[src/hdl/mcc_pkg.sv]
// Package for the magnetometer calibration conditioner.
// Beat types, command and register codes, reset values. No dependencies.
`default_nettype none

package mcc_pkg;

    // Command codes carried in the kind field
    localparam logic [1:0] KIND_SAMPLE = 2'd0;
    localparam logic [1:0] KIND_START  = 2'd1;
    localparam logic [1:0] KIND_CANCEL = 2'd2;

    // Configuration register indexes
    localparam int CFG_IDX_W  = 3;
    localparam int CFG_DATA_W = 17;
    localparam logic [CFG_IDX_W-1:0] CFG_OFFSET_X = 3'd0;
    localparam logic [CFG_IDX_W-1:0] CFG_OFFSET_Y = 3'd1;
    localparam logic [CFG_IDX_W-1:0] CFG_OFFSET_Z = 3'd2;
    localparam logic [CFG_IDX_W-1:0] CFG_SCALE_X  = 3'd3;
    localparam logic [CFG_IDX_W-1:0] CFG_SCALE_Y  = 3'd4;
    localparam logic [CFG_IDX_W-1:0] CFG_SCALE_Z  = 3'd5;
    localparam logic [CFG_IDX_W-1:0] CFG_BAD_LIM  = 3'd6;
    localparam logic [CFG_IDX_W-1:0] CFG_MIN_SPAN = 3'd7;

    // Register reset values
    localparam logic [15:0] SCALE_RST    = 16'd4096;
    localparam logic [7:0]  BAD_LIM_RST  = 8'd8;
    localparam logic [15:0] MIN_SPAN_RST = 16'd600;

    // Sample screening and extremes
    localparam logic signed [15:0] ABS_LIMIT = 16'sd32000;
    localparam logic signed [15:0] AXIS_MIN_RST = 16'sh7FFF;
    localparam logic signed [15:0] AXIS_MAX_RST = 16'sh8000;

    localparam int MIN_SAMPLES_DEF = 60;

    typedef struct packed {
        logic [1:0]         kind;
        logic signed [15:0] mag_x;
        logic signed [15:0] mag_y;
        logic signed [15:0] mag_z;
    } t_mag_in;

    typedef struct packed {
        logic signed [15:0] corrected_x;
        logic signed [15:0] corrected_y;
        logic signed [15:0] corrected_z;
        logic               accepted;
        logic               bad_sample;
        logic               restart_request;
        logic               collecting;
        logic               coverage_ok;
        logic [15:0]        collected_count;
        logic               dirty;
    } t_mag_out;

endpackage

`default_nettype wire

[src/hdl/magnetometer_calibration_conditioner.sv]
// Magnetometer calibration conditioner, top level.
// Depends on mcc_pkg for beat types, codes and reset values.
//
// Usage:
//   Input channel (i_valid / o_stall / i_data): one beat is either a raw
//   three-axis sample (kind = sample) or a collection command (start or
//   cancel). Output channel (o_valid / i_stall / o_data): exactly one
//   result beat per input beat, in order.
//   Config port (i_cfg_we / i_cfg_index / i_cfg_data): plain write, one
//   register per clock, meant to be used only while the block is idle.
//   Path: input register, compute stage, result register driving o_valid.
//   Throughput: one beat per cycle while i_stall stays low; the state
//   loop (bad count, extremes, tally) closes in the single compute stage,
//   so back-to-back samples see each other's updates with no bubble.
//   Compute stage: per-axis offset subtract and 17x16 multiply, rounding
//   and saturation, plus min/max update and coverage compare.
//   Stall: a valid result register holds while i_stall is high; the input
//   register still takes one more beat, after which o_stall rises.
//   Reset (i_rst_n low, synchronous): pipeline empties, registers take
//   their defaults, collection stops, extremes return to their rails.
`default_nettype none

module magnetometer_calibration_conditioner #(
    parameter int MIN_SAMPLES = mcc_pkg::MIN_SAMPLES_DEF
) (
    input  wire logic                              i_clk,
    input  wire logic                              i_rst_n,
    // input channel
    input  wire logic                              i_valid,
    output logic                                   o_stall,
    input  mcc_pkg::t_mag_in                       i_data,
    // output channel
    output logic                                   o_valid,
    input  wire logic                              i_stall,
    output mcc_pkg::t_mag_out                      o_data,
    // config port
    input  wire logic                              i_cfg_we,
    input  wire logic [mcc_pkg::CFG_IDX_W-1:0]     i_cfg_index,
    input  wire logic [mcc_pkg::CFG_DATA_W-1:0]    i_cfg_data
);
    import mcc_pkg::*;

    // round_half_away((2*raw - off) * scale / 8192), saturated to int16
    function automatic logic signed [15:0] correct_axis(
        input logic signed [15:0] raw,
        input logic signed [16:0] off,
        input logic [15:0]        scale
    );
        logic signed [17:0] diff;
        logic [16:0]        mag;
        logic [32:0]        prod;
        logic [20:0]        q;
        logic signed [15:0] res;
        diff = $signed({raw[15], raw, 1'b0}) - $signed({off[16], off});
        mag  = diff[17] ? 17'(-diff) : diff[16:0];
        prod = 33'(mag) * 33'(scale);
        q    = 21'((prod + 33'd4096) >> 13);
        if (diff[17]) begin
            res = (q > 21'd32768) ? 16'sh8000 : 16'(-q);
        end else begin
            res = (q > 21'd32767) ? 16'sh7FFF : 16'(q);
        end
        return res;
    endfunction

    // config registers
    logic signed [16:0] r_offset [3];
    logic [15:0]        r_scale [3];
    logic [7:0]         r_bad_lim;
    logic [15:0]        r_min_span;

    // block state
    logic [7:0]         r_bad_count, n_bad_count;
    logic               r_collect, n_collect;
    logic               r_dirty, n_dirty;
    logic [15:0]        r_tally, n_tally;
    logic signed [15:0] r_min [3];
    logic signed [15:0] r_max [3];
    logic signed [15:0] n_min [3];
    logic signed [15:0] n_max [3];

    // pipeline
    logic     r_in_valid;
    t_mag_in  r_in;
    logic     r_out_valid;
    t_mag_out r_out, n_out;

    logic out_free, adv;

    // scratch for the compute stage
    logic signed [15:0] raw [3];
    logic signed [15:0] corr [3];
    logic signed [16:0] span_d [3];
    logic [2:0]         span_ok;
    logic               all_zero, all_large, is_bad;
    logic [7:0]         bad_inc;

    assign out_free = !r_out_valid || !i_stall;
    assign adv      = r_in_valid && out_free;
    assign o_stall  = r_in_valid && !out_free;
    assign o_valid  = r_out_valid;
    assign o_data   = r_out;

    assign raw[0] = r_in.mag_x;
    assign raw[1] = r_in.mag_y;
    assign raw[2] = r_in.mag_z;

    always_comb begin
        all_zero  = (raw[0] == '0) && (raw[1] == '0) && (raw[2] == '0);
        all_large = 1'b1;
        for (int a = 0; a < 3; a++) begin
            all_large = all_large && (raw[a] >= ABS_LIMIT || raw[a] <= -ABS_LIMIT);
            corr[a]   = correct_axis(raw[a], r_offset[a], r_scale[a]);
        end
        is_bad  = all_zero || all_large;
        bad_inc = (r_bad_count == 8'hFF) ? r_bad_count : r_bad_count + 8'd1;

        n_bad_count = r_bad_count;
        n_collect   = r_collect;
        n_dirty     = r_dirty;
        n_tally     = r_tally;
        for (int a = 0; a < 3; a++) begin
            n_min[a] = r_min[a];
            n_max[a] = r_max[a];
        end
        n_out = '0;

        case (r_in.kind)
            KIND_SAMPLE: begin
                if (is_bad) begin
                    n_out.bad_sample = 1'b1;
                    // limit of zero also trips here on every bad sample
                    if (bad_inc >= r_bad_lim) begin
                        n_out.restart_request = 1'b1;
                        n_bad_count           = '0;
                    end else begin
                        n_bad_count = bad_inc;
                    end
                end else begin
                    n_out.accepted    = 1'b1;
                    n_out.corrected_x = corr[0];
                    n_out.corrected_y = corr[1];
                    n_out.corrected_z = corr[2];
                    n_bad_count       = '0;
                    if (r_collect) begin
                        for (int a = 0; a < 3; a++) begin
                            if (raw[a] < r_min[a]) n_min[a] = raw[a];
                            if (raw[a] > r_max[a]) n_max[a] = raw[a];
                        end
                        if (r_tally != 16'hFFFF) n_tally = r_tally + 16'd1;
                        n_dirty = 1'b1;
                    end
                end
            end
            KIND_START: begin
                n_collect = 1'b1;
                n_dirty   = 1'b0;
                n_tally   = '0;
                for (int a = 0; a < 3; a++) begin
                    n_min[a] = AXIS_MIN_RST;
                    n_max[a] = AXIS_MAX_RST;
                end
            end
            KIND_CANCEL: begin
                n_collect = 1'b0;
                n_dirty   = 1'b0;
                n_tally   = '0;
            end
            default: begin
                // unused code: no state change, no accepted, bad or restart flag
            end
        endcase

        // coverage is judged on the state after this beat
        for (int a = 0; a < 3; a++) begin
            span_d[a]  = 17'(n_max[a]) - 17'(n_min[a]);
            span_ok[a] = span_d[a] >= $signed({1'b0, r_min_span});
        end
        n_out.coverage_ok     = (n_tally >= 16'(MIN_SAMPLES)) && (&span_ok);
        n_out.collecting      = n_collect;
        n_out.collected_count = n_tally;
        n_out.dirty           = n_dirty;
    end

    // config writes
    always_ff @(posedge i_clk) begin
        if (!i_rst_n) begin
            for (int a = 0; a < 3; a++) begin
                r_offset[a] <= '0;
                r_scale[a]  <= SCALE_RST;
            end
            r_bad_lim  <= BAD_LIM_RST;
            r_min_span <= MIN_SPAN_RST;
        end else if (i_cfg_we) begin
            unique case (i_cfg_index)
                CFG_OFFSET_X: r_offset[0] <= $signed(i_cfg_data);
                CFG_OFFSET_Y: r_offset[1] <= $signed(i_cfg_data);
                CFG_OFFSET_Z: r_offset[2] <= $signed(i_cfg_data);
                CFG_SCALE_X:  r_scale[0]  <= i_cfg_data[15:0];
                CFG_SCALE_Y:  r_scale[1]  <= i_cfg_data[15:0];
                CFG_SCALE_Z:  r_scale[2]  <= i_cfg_data[15:0];
                CFG_BAD_LIM:  r_bad_lim   <= i_cfg_data[7:0];
                CFG_MIN_SPAN: r_min_span  <= i_cfg_data[15:0];
                default: begin
                end
            endcase
        end
    end

    // pipeline control and block state
    always_ff @(posedge i_clk) begin
        if (!i_rst_n) begin
            r_in_valid  <= 1'b0;
            r_out_valid <= 1'b0;
            r_bad_count <= '0;
            r_collect   <= 1'b0;
            r_dirty     <= 1'b0;
            r_tally     <= '0;
            for (int a = 0; a < 3; a++) begin
                r_min[a] <= AXIS_MIN_RST;
                r_max[a] <= AXIS_MAX_RST;
            end
        end else begin
            if (i_valid && !o_stall) begin
                r_in_valid <= 1'b1;
            end else if (adv) begin
                r_in_valid <= 1'b0;
            end
            if (adv) begin
                r_out_valid <= 1'b1;
                r_bad_count <= n_bad_count;
                r_collect   <= n_collect;
                r_dirty     <= n_dirty;
                r_tally     <= n_tally;
                for (int a = 0; a < 3; a++) begin
                    r_min[a] <= n_min[a];
                    r_max[a] <= n_max[a];
                end
            end else if (!i_stall) begin
                r_out_valid <= 1'b0;
            end
        end
    end

    // payload registers
    always_ff @(posedge i_clk) begin
        if (i_valid && !o_stall) r_in <= i_data;
        if (adv) r_out <= n_out;
    end

    // checks
    a_restart_clears: assert property (@(posedge i_clk) disable iff (!i_rst_n)
        adv && n_out.restart_request |=> r_bad_count == '0)
        else $error("bad count not cleared after restart");

    a_acc_bad_excl: assert property (@(posedge i_clk) disable iff (!i_rst_n)
        o_valid |-> !(o_data.accepted && o_data.bad_sample))
        else $error("beat both accepted and bad");

    a_tally_idle: assert property (@(posedge i_clk) disable iff (!i_rst_n)
        o_valid |-> o_data.collecting || o_data.collected_count == '0)
        else $error("tally nonzero outside collection");

    a_stall_hold_in: assert property (@(posedge i_clk) disable iff (!i_rst_n)
        r_in_valid && !adv |=> r_in_valid && $stable(r_in))
        else $error("input register lost a beat");

endmodule

`default_nettype wire

[config.mk]
export PLATFORM = sky130hd
export DESIGN_NAME = magnetometer_calibration_conditioner
export DESIGN_NICKNAME = d
export VERILOG_FILES = /design/src/hdl/mcc_pkg.sv /design/src/hdl/magnetometer_calibration_conditioner.sv
export SDC_FILE = /design/constraint.sdc
export NUM_CORES = 2
export LEC_CHECK = 0
export ABC_AREA = 1
export BUFFER_PORTS_ARGS = -buffer_cell sky130_fd_sc_hd__buf_2
export CAP_MARGIN = 20
export CELL_PAD_IN_SITES_DETAIL_PLACEMENT = 2
export CELL_PAD_IN_SITES_GLOBAL_PLACEMENT = 2
export CORE_UTILIZATION = 40
export DETAILED_ROUTE_END_ITERATION = 12
export HOLD_SLACK_MARGIN = 0.08
export PLACE_DENSITY = 0.94
export SLEW_MARGIN = 15
export SYNTH_ARGS = -nofsm -noshare
export SYNTH_HDL_FRONTEND = slang
export SYNTH_SLANG_ARGS = --single-unit
[constraint.sdc]
create_clock -name i_clk -period 27.5 [get_ports i_clk]
set_input_delay 5.5 -clock i_clk [delete_from_list [all_inputs] [get_ports i_clk]]
set_output_delay 5.5 -clock i_clk [all_outputs]
set_load 0.1 [all_outputs]
### Word level (Yosys, flattened, before mapping)

Memory sizes are Yosys's and may differ from the RTL's.
Cells that the tools add are included.

* eq/ne operators: 12
* multiplexer cells: 82
* reductions and logical operators: 30
* add/subtract/negate cells: 17
* bitwise logic cells: 13
* magnitude comparators: 23
* multipliers: 3

Operators by type and width (count)
* 16-bit two-way mux: 27
* 48-bit two-way mux: 4
* 48-bit one-hot mux with 2 select lines: 2
* 17-bit two-way mux: 6
* 33-bit by 13-bit adder with 33-bit output, second input constant: 3
* 17-bit by 16-bit multiplier with 33-bit output: 3
* 20-bit by 15-bit > comparator with 1-bit output, second input constant: 3
* 20-bit by 16-bit > comparator with 1-bit output, second input constant: 3
* 17-bit by 17-bit subtractor with 18-bit output: 3
* 17-bit greater-or-equal comparator: 3
* 17-bit negator: 3
* 16-bit by 16-bit subtractor with 17-bit output: 3
* 16-bit greater-or-equal comparator, second input constant: 3
* 16-bit > comparator: 3
* 16-bit less-or-equal comparator, second input constant: 3
* 16-bit logical NOT: 3
* 16-bit < comparator: 3
* 16-bit negator: 3
* 1-bit two-way mux: 36
* 16-bit one-hot mux with 2 select lines: 1
* 8-bit two-way mux: 3
* 16-bit by 1-bit adder with 16-bit output, second input constant: 1
* 16-bit by 6-bit greater-or-equal comparator with 1-bit output, second input constant: 1
* 16-bit != test, second input constant: 1
* 22 further kinds: 56

* output and inout bits: 72
* bits of input ports: 75
* word-level logic and storage cells: 206
* memories: 4
* bits in writable memories: 195
* register bits: 172

Memory list
* r_offset: depth 3, bits a word 17, rd ports 3, clocked after Yosys merged registers in 0, wr ports 3, RTL line magnetometer_calibration_conditioner.sv:67 `logic signed [16:0] r_offset [3];`
* r_max: depth 3, bits a word 16, rd ports 3, clocked after Yosys merged registers in 0, wr ports 3, RTL line magnetometer_calibration_conditioner.sv:78 `logic signed [15:0] r_max [3];`
* r_min: depth 3, bits a word 16, rd ports 3, clocked after Yosys merged registers in 0, wr ports 3, RTL line magnetometer_calibration_conditioner.sv:77 `logic signed [15:0] r_min [3];`
* r_scale: depth 3, bits a word 16, rd ports 3, clocked after Yosys merged registers in 0, wr ports 3, RTL line magnetometer_calibration_conditioner.sv:68 `logic [15:0] r_scale [3];`

### Logic depth before layout (Yosys ltp)

* depth in word-level cells: 11
* gate-level depth with buffers: 52

### Worst setup path after synthesis

No wires, ideal clock.

* kind: in2reg
* start: input i_stall
* end: memory r_max[0][0], enable pin
* arrival time: 12.238 ns
* data required time: 27.003 ns
* path buffers: 1
* cell stages on the path: 6
* library setup time: 0.497 ns
* slack: 14.765 ns
* path through: nand2_1 inv_1 nor2_1 inv_1 nand2_1 clkbuf_1

RTL lines
* start: declaration: RTL line magnetometer_calibration_conditioner.sv:34 `input wire logic i_stall,`
* end: declaration: RTL line magnetometer_calibration_conditioner.sv:78

==> out/metrics.csv <==
metric;value;unit
status;finished, violations left;
violations;max-capacitance violations, max-slew violations;
grt_pass1_wl;453000;um
finalNonFillerCells;8865;
finalHoldViolations;0;
vias;59220;
setup_viol;0;
layout_setup_ws;14130;ps
ant_nets;0;
worst_pin_slew;1500;ps
die_y;371;um
ys_seq_elements;367;
clk_path_buf_depth;3;
grt_max_degree;62;
fin_crit;13370;ps
fin_area;58800;sq um
synth_nets;8274;
drv_cap;1;
rows;135;
ff2ff_setup_slack;14130;ps
die-area;138000;sq um
cts.clk_slew.worst_paths;70;ps
slowest_stage;edfxtp_1;
drc;0;
htreeDepth;2;
yosysTopAreaCellShare;23.2;%
rsz0062_at_grt;false;
relSlewSlack;-0.864;%
areaGrowthSynthToFinish;7.93;%
start_util;40.2;%
period_share;48.6;%
die_width;371;um
post_synth.cell_area_avg;7.81;sq um
cp.arrival;13900;ps
dp_slack;15700;ps
netlist_area;54400;sq um
slowest_delay;1000;ps
post-cts-setup-buffers;0;
cts_hold_buffers;0;
grt_overflow;0;
viasPerCell;6.68;
synth-edff-count;315;
fmax;74.8;MHz
nNetsFinal;8332;
worstPathRequired;28020;ps
cts-resized-gates;0;
grt_pass1_vias;65133;
min-delay-path-class;reg2reg;
synth_cells;6968;
ys.flop_type;edfxtp_1;
routabilityCongestion;0.907;
drive_gt1_share;5.38;%
startpoint_type;flip-flop;
async_reset_ff_share;0;%
yosysWarnings;0;
post_dp_cell_area;56900;sq um
dp_hpwl;216000;um
fin_tns_setup;0;ps
grt_usage;45.2;%
wirelength;334000;um
synth_area_leaders;fa_1 (23%), edfxtp_1 (17%), ha_1 (14%);
ys_types;61;
dp.cells;8750;
dr.pass1.iters;9;
slew_violations;1;
portBuffers;146;
ys_seq_area_share;19.3;%
core;135000;sq um
cts_buffers;49;
crit_fanout;31;
critical_path.endpoint_type;flip-flop;
pin_count;147;
wl_per_cell;37.7;um
criticalPathCategory;reg2reg;
drt_iter0_drc;7052;
clkLatencyLatePin;770;ps
cpMostUsedCell;nand2_1;
post-synth-top-area-cell;fa_1;
fin_worst_skew;114;ps
cts.sinks;367;
grt_antenna_before_repair;17;
cts_root_buf;clkbuf_16;
cts_tree;yes;
-- cell families (layout without fill, tap and decap cells) --
| group | Yosys count | count (layout) | share of synthesized area (%) |
|---|---|---|---|
| AOI/OAI and AO/OA | 945 | 945 | 9.91 |
| xor gates and xnor gates | 148 | 148 | 2.42 |
| adders and majority gates | 1231 | 1231 | 37.0 |
| buffers and inverters | 1685 | 1783 | 11.7 |
| DFF | 367 | 367 | 19.3 |
| muxes | 1 | 1 | 0.0207 |
| other | 0 | 18 | 0 |
| and+or+nand+nor | 2591 | 2591 | 19.7 |
-- sequential cells by signal (all words and copies together) (netlist names) --
name / flops
r_in: 50
r_dirty: 1
r_min: 48
r_offset: 51
r_in_valid: 1
r_min_span: 16
r_bad_count: 8
r_collect: 1
r_bad_lim: 8
o_valid: 1
o_data: 70
r_scale: 48
r_tally: 16
r_max: 48
-- placed cells by master, fill, tap and decap left out, types with 56 or more instances in the layout --
cell type / count
nand4_1: 56
o21ai_0: 258
inv_1: 1488
nand3_1: 198
nand2_1: 1332
edfxtp_1: 315
nor3_1: 76
buf_2: 147
ha_1: 601
nor2_1: 791
fa_1: 630
a21oi_1: 412
xor2_1: 105
-- worst max-delay path, delay by kind of cell (launching register included) --
family	cells	cell delay, ps
AOI/OAI and AO/OA	2	590
adders and majority gates	7	3530
buffers and inverters	8	2910
DFF	1	1000
and+or+nand+nor	21	5010
-- layout make-up --
type	count	area, sq um
fillers	15249	76500
multi-input cells	4916	37600
flip-flops and latches	367	10500
inverters	1517	5690
well taps	1781	2230
clock buffers	63	1300
repair buffers	175	985
clock inverters	28	384
diodes	18	45.0
-- cell usage after synthesis (all sizes together) (21+ instances only) --
cell,number
a21oi,415
a31oi,32
clkbuf,149
dfxtp,52
edfxtp,315
fa,630
ha,601
inv,1503
nand2,1373
nand3,220
nand3b,23
nand4,57
nor2,810
nor3,78
o211ai,51
o21a,31
o21ai,282
o21bai,31
o22ai,21
xnor2,43
xor2,105
-- metrics by stage --
stage / util (%) / hold slack, ps
5_1_grt: 43.4 / 487
3_3_place_gp: 42.1 / 454
6_report: 43.4 / 476
3_5_place_dp: 42.1 / 461
4_1_cts: 43.3 / 478
2_1_floorplan: - / 428
-- path summary, 6_finish.rpt --
| path | start | end | cells past startpoint |
|---|---|---|---|
| worst min-delay path | r_bad_lim[4] | r_bad_lim[4] | 2 |
| worst min register to register | r_bad_lim[4] | r_bad_lim[4] | 2 |
| worst max-delay path | r_offset[0][34] | o_data[23] | 38 |
| worst max register to register | r_offset[0][34] | o_data[23] | 38 |
-- metal layers --
| layer | vias up | wire length (um) | global-route usage [%] |
|---|---|---|---|
| met2 | 5302 | 149000 | 73.0 |
| met5 | - | 227 | 0.280 |
| met1 | 29308 | 109000 | 48.7 |
| met4 | 16 | 41000 | 41.8 |
| met3 | 2554 | 35100 | 11.0 |
| li1 | 22040 | - | - |
Power is left out: the tool's default activity adds up to more than one toggle a clock period on the data nets, which glitch-free logic cannot reach.
